<file path="config.mk">
export PLATFORM = sky130hd
export DESIGN_NAME = step_response_pd_autotuner_flat
export DESIGN_NICKNAME = d
export VERILOG_FILES = /design/src/hdl/spdat_pkg.sv /design/src/hdl/spdat_if.sv /design/src/hdl/spdat_div.sv /design/src/hdl/step_response_pd_autotuner.sv /design/src/flat_wrapper.sv
export VERILOG_INCLUDE_DIRS = /design/src /design/src/hdl
export SDC_FILE = /design/constraint.sdc
export NUM_CORES = 1
export LEC_CHECK = 0
export BUFFER_PORTS_ARGS = -buffer_cell sky130_fd_sc_hd__buf_2
export CELL_PAD_IN_SITES_DETAIL_PLACEMENT = 0
export CELL_PAD_IN_SITES_GLOBAL_PLACEMENT = 1
export CORE_ASPECT_RATIO = 0.8
export CORE_MARGIN = 2
export CORE_UTILIZATION = 40
export CTS_CLUSTER_DIAMETER = 200
export DETAILED_ROUTE_END_ITERATION = 12
export PLACE_DENSITY = 0.79
export RECOVER_POWER = 100
export SYNTH_ARGS = -nofsm -noshare
export SYNTH_HDL_FRONTEND = slang
export SYNTH_SLANG_ARGS = --single-unit
</file>
<file path="constraint.sdc">
create_clock -name clock -period 25.3 [get_ports clock]
set_input_delay 5.06 -clock clock [delete_from_list [all_inputs] [get_ports clock]]
set_output_delay 5.06 -clock clock [all_outputs]
set_load 0.02 [all_outputs]
</file>
<file path="src/hdl/step_response_pd_autotuner_defines.svh">
// Assertion macros for the step response PD autotuner.
// Included by the top level; no other dependencies.
`ifndef STEP_RESPONSE_PD_AUTOTUNER_DEFINES_SVH
`define STEP_RESPONSE_PD_AUTOTUNER_DEFINES_SVH
`ifndef SYNTH
`define SPDAT_ASSERT(label, clk, rst, prop) \
   label: assert property (@(posedge clk) disable iff (rst) prop) \
      else $error("property violated");
`define SPDAT_ASSERT_NEVER(label, clk, rst, expr) \
   label: assert property (@(posedge clk) disable iff (rst) !(expr)) \
      else $error("forbidden condition seen");
`else
`define SPDAT_ASSERT(label, clk, rst, prop)
`define SPDAT_ASSERT_NEVER(label, clk, rst, expr)
`endif
`endif

</file>
<file path="src/hdl/spdat_pkg.sv">
// Shared types, codes and fixed-point constants of the step response PD autotuner.
// No dependencies; used by the interfaces, the divider and the top level.
`default_nettype none
package spdat_pkg;

   localparam int SAMPLES_DEF = 200;
   localparam int CSR_W       = 15;
   localparam int POS_W       = 12;
   localparam int CUR_W       = 16;
   localparam int KP_W        = 19;
   localparam int KD_W        = 18;
   localparam int PLANT_W     = 32;
   localparam int KDC_W       = 26;

   localparam logic [KDC_W-1:0]        KD_Q32    = 26'd48328061;
   localparam logic [PLANT_W-1:0]      PLANT_Q16 = 32'd2587257577;
   localparam logic signed [KP_W-1:0]  KP_Q16    = -19'sd163840;
   localparam logic [KD_W-1:0]         KD_MAX    = 18'h3FFFF;

   localparam logic [10:0] STEP_SIZE_RST      = 11'd300;
   localparam logic [10:0] POSITION_LIMIT_RST = 11'd1530;
   localparam logic [14:0] CURRENT_LIMIT_RST  = 15'd8000;
   localparam logic [10:0] MIN_STEP_RST       = 11'd10;

   typedef enum logic [1:0] {
      REG_STEP_SIZE      = 2'd0,
      REG_POSITION_LIMIT = 2'd1,
      REG_CURRENT_LIMIT  = 2'd2,
      REG_MIN_STEP       = 2'd3
   } reg_index_type;

   typedef enum logic [1:0] {
      PH_IDLE    = 2'd0,
      PH_COLLECT = 2'd1,
      PH_DONE    = 2'd2,
      PH_FAIL    = 2'd3
   } phase_type;

   typedef enum logic {
      CMD_START = 1'b0,
      CMD_TICK  = 1'b1
   } cmd_type;

   typedef struct packed {
      logic start;
   } div_ctrl_type;

   typedef struct packed {
      logic busy;
      logic done;
   } div_stat_type;

endpackage
`default_nettype wire

</file>
<file path="src/hdl/spdat_if.sv">
// Valid/ready channels for request and response words of the autotuner.
// Depends on spdat_pkg.
`default_nettype none
interface spdat_req_if;
   import spdat_pkg::*;
   logic                    valid;
   logic                    ready;
   logic                    cmd;
   logic signed [POS_W-1:0] position;

   modport source (output valid, output cmd, output position, input ready);
   modport sink (input valid, input cmd, input position, output ready);
endinterface

interface spdat_rsp_if;
   import spdat_pkg::*;
   logic                    valid;
   logic                    ready;
   logic signed [CUR_W-1:0] drive_current;
   logic [1:0]              phase;
   logic signed [KP_W-1:0]  kp_gain;
   logic [KD_W-1:0]         kd_gain;
   logic [PLANT_W-1:0]      plant_gain;

   modport source (output valid, output drive_current, output phase, output kp_gain,
                   output kd_gain, output plant_gain, input ready);
   modport sink (input valid, input drive_current, input phase, input kp_gain,
                 input kd_gain, input plant_gain, output ready);
endinterface
`default_nettype wire

</file>
<file path="src/hdl/spdat_div.sv">
// Restoring radix-2 divider, one quotient bit per cycle.
// Depends on spdat_pkg for the control and status structs.
`default_nettype none
module spdat_div #(
   parameter int DVD_W = spdat_pkg::PLANT_W,
   parameter int DVS_W = 16
) (
   input  wire logic                       clock,
   input  wire logic                       reset,
   input  wire spdat_pkg::div_ctrl_type    ctrl,
   input  wire logic [DVD_W-1:0]           dividend,
   input  wire logic [DVS_W-1:0]           divisor,
   output      spdat_pkg::div_stat_type    stat,
   output      logic [DVD_W-1:0]           quotient
);
   import spdat_pkg::*;

   localparam int CNT_W = $clog2(DVD_W + 1);

   logic [CNT_W-1:0] count_ff;
   logic             done_ff;
   logic [DVS_W-1:0] rem_ff;
   logic [DVS_W-1:0] rem_in;
   logic [DVD_W-1:0] quo_ff;
   logic [DVD_W-1:0] quo_in;
   logic [DVS_W-1:0] dvs_ff;
   logic [DVS_W:0]   shifted;
   logic             fits;

   always_comb begin
      shifted = {rem_ff, quo_ff[DVD_W-1]};
      fits    = shifted >= {1'b0, dvs_ff};
      rem_in  = fits ? DVS_W'(shifted - {1'b0, dvs_ff}) : shifted[DVS_W-1:0];
      quo_in  = {quo_ff[DVD_W-2:0], fits};
   end

   always_ff @(posedge clock) begin
      if (reset) begin
         count_ff <= '0;
         done_ff  <= 1'b0;
      end else begin
         done_ff <= 1'b0;
         if (ctrl.start) begin
            count_ff <= CNT_W'(DVD_W);
         end else if (count_ff != '0) begin
            count_ff <= count_ff - 1'b1;
            if (count_ff == CNT_W'(1)) begin
               done_ff <= 1'b1;
            end
         end
      end
   end

   always_ff @(posedge clock) begin
      if (ctrl.start) begin
         rem_ff <= '0;
         quo_ff <= dividend;
         dvs_ff <= divisor;
      end else if (count_ff != '0) begin
         rem_ff <= rem_in;
         quo_ff <= quo_in;
      end
   end

   assign stat.busy = count_ff != '0;
   assign stat.done = done_ff;
   assign quotient  = quo_ff;

endmodule
`default_nettype wire

</file>
<file path="src/hdl/step_response_pd_autotuner.sv">
// Top level of the step response PD autotuner: sequencer, sample tracking, results.
// Depends on spdat_pkg, spdat_if.sv, spdat_div and the assertion macro header.
//
//   channel   direction  handshake          payload
//   req_chan  in         valid/ready        cmd, position
//   rsp_chan  out        valid/ready        drive_current, phase, kp_gain, kd_gain,
//                                           plant_gain
//   csr_*     in         csr_we             csr_index, csr_wdata
//
// An ordinary word is accepted, evaluated and then presented as the response.
// The final sample of a successful run also passes through the serial divider
// that forms the plant gain (one quotient bit per cycle, 32 bits).
// Reset is synchronous and needs no clearing pass; the block is ready right after it.
// A stalled response holds; no new request word is taken until it leaves.
`default_nettype none
`include "step_response_pd_autotuner_defines.svh"
module step_response_pd_autotuner #(
   parameter int SAMPLES = spdat_pkg::SAMPLES_DEF
) (
   input  wire logic                       clock,
   input  wire logic                       reset,
   spdat_req_if.sink                       req_chan,
   spdat_rsp_if.source                     rsp_chan,
   input  wire logic                       csr_we,
   input  wire spdat_pkg::reg_index_type   csr_index,
   input  wire logic [spdat_pkg::CSR_W-1:0] csr_wdata
);
   import spdat_pkg::*;

   localparam int CNT_W = $clog2(SAMPLES + 1);
   localparam int P2_W  = 2 * CNT_W;
   localparam int KDP_W = (CNT_W + KDC_W > 34) ? (CNT_W + KDC_W) : 34;

   typedef enum logic [3:0] {
      ST_IDLE = 4'b0001,
      ST_EVAL = 4'b0010,
      ST_DIV  = 4'b0100,
      ST_OUT  = 4'b1000
   } state_type;

   state_type state_ff, state_in;

   logic [10:0]              step_size_ff;
   logic [10:0]              position_limit_ff;
   logic [14:0]              current_limit_ff;
   logic [10:0]              min_step_ff;

   logic                     cmd_ff;
   logic signed [POS_W-1:0]  pos_ff;

   phase_type                phase_ff, phase_in;
   logic [CNT_W-1:0]         count_ff, count_in;
   logic signed [POS_W-1:0]  target_ff, target_in;
   logic signed [POS_W-1:0]  start_ff, start_in;
   logic signed [POS_W-1:0]  prev_ff, prev_in;
   logic signed [POS_W-1:0]  older_ff, older_in;
   logic [CNT_W-1:0]         peak_ff, peak_in;
   logic                     kp_set_ff, kp_set_in;
   logic [KD_W-1:0]          kd_ff, kd_in;
   logic [PLANT_W-1:0]       plant_ff;
   logic signed [CUR_W-1:0]  drive_ff, drive_in;

   logic signed [12:0]       lim;
   logic signed [12:0]       pos13;
   logic signed [12:0]       tgt_raw;
   logic signed [12:0]       tgt_clamp;
   logic                     at_limit;
   logic [CNT_W-1:0]         count_inc;
   logic signed [13:0]       err;
   logic signed [16:0]       neg5;
   logic signed [16:0]       half;
   logic signed [16:0]       cur_lim;
   logic signed [16:0]       amp;
   logic signed [13:0]       moved;
   logic [13:0]              moved_abs;
   logic [KDP_W-1:0]         kd_prod;
   logic [KD_W-1:0]          kd_val;
   logic [P2_W-1:0]          p2;
   logic                     go_div;

   div_ctrl_type             div_ctrl;
   div_stat_type             div_stat;
   logic [PLANT_W-1:0]       div_quo;

   always_ff @(posedge clock) begin
      if (reset) begin
         step_size_ff      <= STEP_SIZE_RST;
         position_limit_ff <= POSITION_LIMIT_RST;
         current_limit_ff  <= CURRENT_LIMIT_RST;
         min_step_ff       <= MIN_STEP_RST;
      end else if (csr_we) begin
         unique case (csr_index)
            REG_STEP_SIZE:      step_size_ff      <= csr_wdata[10:0];
            REG_POSITION_LIMIT: position_limit_ff <= csr_wdata[10:0];
            REG_CURRENT_LIMIT:  current_limit_ff  <= csr_wdata[14:0];
            REG_MIN_STEP:       min_step_ff       <= csr_wdata[10:0];
            default: ;
         endcase
      end
   end

   always_ff @(posedge clock) begin
      if (req_chan.valid && req_chan.ready) begin
         cmd_ff <= req_chan.cmd;
         pos_ff <= req_chan.position;
      end
   end

   always_comb begin
      lim       = signed'({2'b00, position_limit_ff});
      pos13     = 13'(pos_ff);
      tgt_raw   = pos13 + signed'({2'b00, step_size_ff});
      tgt_clamp = tgt_raw;
      if (tgt_clamp < -lim) begin
         tgt_clamp = -lim;
      end
      if (tgt_clamp > lim) begin
         tgt_clamp = lim;
      end
      at_limit  = (pos13 <= -lim) || (pos13 >= lim);
      count_inc = count_ff + 1'b1;

      err     = 14'(target_ff) - 14'(pos_ff);
      neg5    = -(17'(err) * 17'sd5);
      half    = (neg5 + signed'(17'(neg5 < 0))) >>> 1;
      cur_lim = signed'({2'b00, current_limit_ff});
      amp     = half;
      if (amp > cur_lim) begin
         amp = cur_lim;
      end
      if (amp < -cur_lim) begin
         amp = -cur_lim;
      end

      phase_in  = phase_ff;
      count_in  = count_ff;
      target_in = target_ff;
      start_in  = start_ff;
      prev_in   = prev_ff;
      older_in  = older_ff;
      peak_in   = peak_ff;
      kp_set_in = kp_set_ff;
      kd_in     = kd_ff;
      drive_in  = '0;
      go_div    = 1'b0;

      if (cmd_ff == CMD_START) begin
         start_in  = pos_ff;
         target_in = tgt_clamp[POS_W-1:0];
         count_in  = '0;
         peak_in   = '0;
         prev_in   = '0;
         older_in  = '0;
         kp_set_in = 1'b0;
         kd_in     = '0;
         phase_in  = PH_COLLECT;
      end else if (phase_ff == PH_COLLECT) begin
         if (at_limit) begin
            phase_in = PH_FAIL;
         end else begin
            if (count_ff >= CNT_W'(2) && peak_ff == '0 && prev_ff > older_ff
                && prev_ff > pos_ff) begin
               peak_in = count_ff - 1'b1;
            end
            older_in = prev_ff;
            prev_in  = pos_ff;
            count_in = count_inc;
            if (count_inc >= CNT_W'(SAMPLES)) begin
               if (peak_in == '0 || moved_abs < 14'(min_step_ff)) begin
                  phase_in = PH_FAIL;
               end else begin
                  phase_in  = PH_DONE;
                  kp_set_in = 1'b1;
                  kd_in     = kd_val;
                  go_div    = 1'b1;
               end
            end else begin
               drive_in = amp[CUR_W-1:0];
            end
         end
      end
   end

   always_comb begin
      moved     = 14'(target_ff) - 14'(start_ff);
      moved_abs = (moved < 0) ? 14'(-moved) : 14'(moved);
      kd_prod   = KDP_W'(peak_in) * KDP_W'(KD_Q32);
      kd_val    = ((kd_prod >> 16) > KDP_W'(KD_MAX)) ? KD_MAX : kd_prod[33:16];
      p2        = P2_W'(peak_in) * P2_W'(peak_in);
   end

   assign div_ctrl.start = (state_ff == ST_EVAL) && go_div;

   spdat_div #(
      .DVD_W (PLANT_W),
      .DVS_W (P2_W)
   ) u_div (
      .clock    (clock),
      .reset    (reset),
      .ctrl     (div_ctrl),
      .dividend (PLANT_Q16),
      .divisor  (p2),
      .stat     (div_stat),
      .quotient (div_quo)
   );

   always_comb begin
      state_in = state_ff;
      unique case (state_ff)
         ST_IDLE: begin
            if (req_chan.valid) begin
               state_in = ST_EVAL;
            end
         end
         ST_EVAL: state_in = go_div ? ST_DIV : ST_OUT;
         ST_DIV: begin
            if (div_stat.done) begin
               state_in = ST_OUT;
            end
         end
         ST_OUT: begin
            if (rsp_chan.ready) begin
               state_in = ST_IDLE;
            end
         end
         default: state_in = ST_IDLE;
      endcase
   end

   always_ff @(posedge clock) begin
      if (reset) begin
         state_ff  <= ST_IDLE;
         phase_ff  <= PH_IDLE;
         count_ff  <= '0;
         target_ff <= '0;
         start_ff  <= '0;
         prev_ff   <= '0;
         older_ff  <= '0;
         peak_ff   <= '0;
         kp_set_ff <= 1'b0;
         kd_ff     <= '0;
         plant_ff  <= '0;
         drive_ff  <= '0;
      end else begin
         state_ff <= state_in;
         if (state_ff == ST_EVAL) begin
            phase_ff  <= phase_in;
            count_ff  <= count_in;
            target_ff <= target_in;
            start_ff  <= start_in;
            prev_ff   <= prev_in;
            older_ff  <= older_in;
            peak_ff   <= peak_in;
            kp_set_ff <= kp_set_in;
            kd_ff     <= kd_in;
            drive_ff  <= drive_in;
         end
         if (state_ff == ST_DIV && div_stat.done) begin
            plant_ff <= div_quo;
         end
      end
   end

   assign req_chan.ready         = state_ff == ST_IDLE;
   assign rsp_chan.valid         = state_ff == ST_OUT;
   assign rsp_chan.drive_current = drive_ff;
   assign rsp_chan.phase         = phase_ff;
   assign rsp_chan.kp_gain       = kp_set_ff ? KP_Q16 : '0;
   assign rsp_chan.kd_gain       = kd_ff;
   assign rsp_chan.plant_gain    = plant_ff;

   `SPDAT_ASSERT(a_busy_after_accept, clock, reset, (req_chan.valid && req_chan.ready) |=> !req_chan.ready)
   `SPDAT_ASSERT(a_kp_only_done, clock, reset, kp_set_ff |-> (phase_ff == PH_DONE))
   `SPDAT_ASSERT(a_div_in_div_state, clock, reset, div_stat.busy |-> (state_ff == ST_DIV))
   `SPDAT_ASSERT_NEVER(a_count_bound, clock, reset, count_ff > CNT_W'(SAMPLES))

endmodule
`default_nettype wire

</file>
<file path="src/flat_wrapper.sv">
// flat-port wrapper written by rule: the top's interface ports become plain ports
module step_response_pd_autotuner_flat import spdat_pkg::*;
#(
   parameter int SAMPLES = spdat_pkg::SAMPLES_DEF
)
  (clock, reset, csr_we, csr_index, csr_wdata, req_chan_valid, req_chan_cmd, req_chan_position, req_chan_ready, rsp_chan_valid, rsp_chan_drive_current, rsp_chan_phase, rsp_chan_kp_gain, rsp_chan_kd_gain, rsp_chan_plant_gain, rsp_chan_ready);
  spdat_req_if req_chan_i ();
  spdat_rsp_if rsp_chan_i ();
  input  wire logic clock;
  input  wire logic reset;
  input  wire logic csr_we;
  input  wire spdat_pkg::reg_index_type csr_index;
  input  wire logic [spdat_pkg::CSR_W-1:0] csr_wdata;
  input wire logic [$bits(req_chan_i.valid)-1:0] req_chan_valid;
  input wire logic [$bits(req_chan_i.cmd)-1:0] req_chan_cmd;
  input wire logic [$bits(req_chan_i.position)-1:0] req_chan_position;
  output wire logic [$bits(req_chan_i.ready)-1:0] req_chan_ready;
  output wire logic [$bits(rsp_chan_i.valid)-1:0] rsp_chan_valid;
  output wire logic [$bits(rsp_chan_i.drive_current)-1:0] rsp_chan_drive_current;
  output wire logic [$bits(rsp_chan_i.phase)-1:0] rsp_chan_phase;
  output wire logic [$bits(rsp_chan_i.kp_gain)-1:0] rsp_chan_kp_gain;
  output wire logic [$bits(rsp_chan_i.kd_gain)-1:0] rsp_chan_kd_gain;
  output wire logic [$bits(rsp_chan_i.plant_gain)-1:0] rsp_chan_plant_gain;
  input wire logic [$bits(rsp_chan_i.ready)-1:0] rsp_chan_ready;
  assign req_chan_i.valid = req_chan_valid;
  assign req_chan_i.cmd = req_chan_cmd;
  assign req_chan_i.position = req_chan_position;
  assign req_chan_ready = req_chan_i.ready;
  assign rsp_chan_valid = rsp_chan_i.valid;
  assign rsp_chan_drive_current = rsp_chan_i.drive_current;
  assign rsp_chan_phase = rsp_chan_i.phase;
  assign rsp_chan_kp_gain = rsp_chan_i.kp_gain;
  assign rsp_chan_kd_gain = rsp_chan_i.kd_gain;
  assign rsp_chan_plant_gain = rsp_chan_i.plant_gain;
  assign rsp_chan_i.ready = rsp_chan_ready;
  step_response_pd_autotuner #(.SAMPLES(SAMPLES)) u_core (.clock(clock), .reset(reset), .req_chan(req_chan_i), .rsp_chan(rsp_chan_i), .csr_we(csr_we), .csr_index(csr_index), .csr_wdata(csr_wdata));
endmodule
</file>
==> results_dict.tcl <==
set metrics [dict create \
    status "complete, but fails checks" \
    violations "max-capacitance violations, max-slew violations" \
    whs_endpoint "u_core.rsp_chan.plant_gain[1]" \
    dp.cells 3480 \
    rsz0062_at_grt "no" \
    clk_pin_slew_ps 70 \
    h-tree-depth 1 \
    grt_pass1_wl_um 96800 \
    fmax_mhz 69.5 \
    r2r_setup_slack_ps 10910 \
    start_util_pct 40.3 \
    synth_cell_types 94 \
    async_reset_ff_share_pct 0 \
    wl_um 60300 \
    hold_ws_ps 451 \
    tightest_slew_ps 3550 \
    wl_per_cell_um 17.0 \
    core_mm2 0.0551 \
    dp_worst_setup_slack_ps 14200 \
    clock_latency_ps 610 \
    synth.area.top_cells "dfxtp_1 (22%), ha_1 (17%), fa_1 (8.5%)" \
    die-area_mm2 0.0574 \
    ctsResizeCount 0 \
    total_power_mw 2.10 \
    final_core_util_pct 44.2 \
    crit_type "reg2reg" \
    root_buffer "clkbuf_16" \
    num_rows 77 \
    tritoncts "built" \
    ys_seq_area_share_pct 25.4 \
    finalNonFillerCells 3540 \
    critPathArrivalTime_ps 14870 \
    drt_iter0_drc 1396 \
    synth_top_cell_area_share_pct 21.6 \
    cp-start-kind "flop" \
    crit_slowest_cell "a221oi_1" \
    setup_viol 0 \
    r2r-start "u_core.pos_ff[1]" \
    yosys.area.top_type "dfxtp_1" \
    ios 124 \
    grt_pass1_vias 18050 \
    die_h_um 215 \
    period_share_pct 56.9 \
    syn_to_final_growth_pct 9.73 \
    clock_path_buffers 3 \
    ys.flop_type "dfxtp_1" \
    hold_class "reg2reg" \
    p_leak_nw 11.3 \
    cellPowerDensity_mw_per_mm2 86.1 \
    finalMaxSlewViolations 259 \
    cp-end-kind "flop" \
    cp_common_cell "o21ai_0" \
    drc 0 \
    crit_fanout 28 \
    finClkSkew_ps 25.6 \
    port_buffers 107 \
    worstPathRequired_ps 25770 \
    cts_inserted_buffers 31 \
    max_stage_delay_ps 2580 \
    min_period_ps 14390 \
    ys_ff_latch 268 \
    vias 18816 \
    clock_sinks 268 \
    place.gp.congestion 0.925 \
    fin_setup_tns_ps 0 \
    synth_area_mm2 0.0222 \
    r2r-end "u_core.rsp_chan.drive_current[12]" \
    drtPass1Iterations 5 \
    post-cts-setup-buffers 0 \
    maxCapViolCount 5 \
    hold_viol_final 0 \
    ctsHoldBuffers 0 \
    hold_start "u_core.rsp_chan.plant_gain[1]" \
    gr-total-overflow 0 \
    holdPathStages 2 \
    drive_gt1_share_pct 5.02 \
    max-slew-margin-rel_pct -137 \
    reg2regPathDepth 49 \
    detailed_place_hpwl_um 47700 \
    syn_area_per_cell_um2 8.22 \
    post_dp_cell_area_mm2 0.0234 \
    yosysWarnings 0 \
    die_w_um 267 \
    setup_slack_ps 10910 \
    synth_edf_count 28 \
    viasPerCell 5.32 \
    ant_nets 0 \
    netlist_instances 2701 \
    grt_use_total_pct 20.8 \
    grt_max_degree 78 \
    finish.net_count 3197 \
    peakVddDrop_mv 0.0686 \
    final_area_mm2 0.0244 \
    antenna_found_initial 2 \
]
-- power breakdown --
part / switching (mW) / leakage, nW / internal [mW] / total (mW)
combinational: 0.656 / 8.56 / 0.428 / 1.08
sequential: 0.0422 / 2.21 / 0.479 / 0.521
clock: 0.203 / 0.531 / 0.290 / 0.493
-- critical path: cells and delay by family, from the launching register on --
| kind | cells | cell delay, ps |
|---|---|---|
| xor gates and xnor gates | 2 | 300 |
| AOI/OAI and AO/OA | 21 | 5850 |
| and+or+nand+nor | 17 | 5070 |
| buffers and inverters | 3 | 360 |
| adders and majority gates | 6 | 2100 |
| DFF | 1 | 570 |
-- cell usage in the layout, fill, tap and decap left out, types with 10 or more instances in the layout --
cell and count:
nor3_1 68, a211oi_1 25, nor2_1 194, nand2_1 359
a211o_1 25, buf_2 26, a31oi_1 15, and3_1 17
xnor2_1 98, inv_1 313, mux2i_1 13, nand4_1 23
nand2b_1 29, o211ai_1 10, nor2b_1 35, conb_1 16
nor4_1 16, a21o_1 46, a22oi_1 29, clkbuf_1 85
ha_1 305, a22o_1 15, a21oi_1 217, buf_4 17
edfxtp_1 28, o21bai_1 21, nand3_1 69, o21ai_0 71
nand3b_1 18, dfxtp_1 240, o21a_1 16, clkbuf_16 31
fa_1 94, or3b_2 12, xor2_1 32
-- state kept, by name (all words and copies together), names as in the netlist, 15 cells and up --
register / count
u_core.current_limit_ff: 15
u_core.rsp_chan.drive_current: 16
u_core.rsp_chan.kd_gain: 18
u_core.rsp_chan.plant_gain: 32
u_core.u_div.dvs_ff: 15
u_core.u_div.quotient: 32
u_core.u_div.rem_ff: 16
-- routing by layer --
layer | up-vias | wire length (um) | global-route usage [%]
met2 | 513 | 23300 | 29.1
li1 | 9339 | - | -
met1 | 8895 | 31800 | 33.3
met4 | 0 | 1140 | 3.74
met5 | - | 0 | 0
met3 | 69 | 4080 | 3.23
-- kinds of logic (layout without fill, tap and decap cells) --
group	after synthesis	count (layout)	share of synthesized area, %
AO/OA/AOI/OAI	565	565	16.5
XOR/XNOR	130	130	5.13
adder cells (fa/ha/maj)	399	399	25.7
buffers and inverters	427	498	7.62
flip-flops	268	268	25.4
multiplexers	20	20	0.957
other	1	19	0.0169
AND/OR/NAND/NOR	891	891	18.7
-- worst max-delay path by stage --
| stage | from | end | cells after the start |
|---|---|---|---|
| finish | u_core.pos_ff[1] | u_core.rsp_chan.drive_current[12] | 49 |
| global route | u_core.pos_ff[1] | u_core.rsp_chan.drive_current[10] | 49 |
| CTS | u_core.pos_ff[1] | u_core.rsp_chan.drive_current[12] | 50 |
| detailed placement | u_core.pos_ff[1] | u_core.rsp_chan.drive_current[15] | 50 |
| global placement | u_core.pos_ff[1] | u_core.rsp_chan.drive_current[7] | 52 |
| floorplan | u_core.pos_ff[1] | u_core.rsp_chan.drive_current[13] | 52 |
-- final cells by class --
cell class / count / area [um2]
Timing Repair Buffer: 127 / 573
Tap cell: 750 / 938
Antenna cell: 3 / 7.51
Sequential cell: 268 / 5650
Clock inverter: 21 / 284
Clock buffer: 36 / 835
Fill cell: 5524 / 30700
Multi-Input combinational cell: 2021 / 14900
Inverter: 314 / 1180
-- synth_stat cells, types with 6 or more instances --
library cell,n
o211ai_1,10
a21oi_1,217
buf_4,19
a21boi_0,6
a211oi_1,25
nor4_1,16
and3_1,17
nor3_1,68
nand3_1,69
o21a_1,16
or3b_2,12
nand4_1,23
mux2_2,6
o21bai_1,21
nor2_1,195
edfxtp_1,28
a31o_2,6
dfxtp_1,240
nand2_1,359
mux2i_1,13
o21ai_0,66
a22oi_1,29
a31oi_1,15
a21o_1,46
inv_1,312
a22o_1,15
or3_1,8
a211o_1,25
o21ai_1,13
fa_1,94
clkbuf_1,85
xnor2_1,98
ha_1,305
nand3b_1,18
xor2_1,32
nor2b_1,35
nand2b_1,29
and2_1,8
Power figures use the tool's default switching activity.
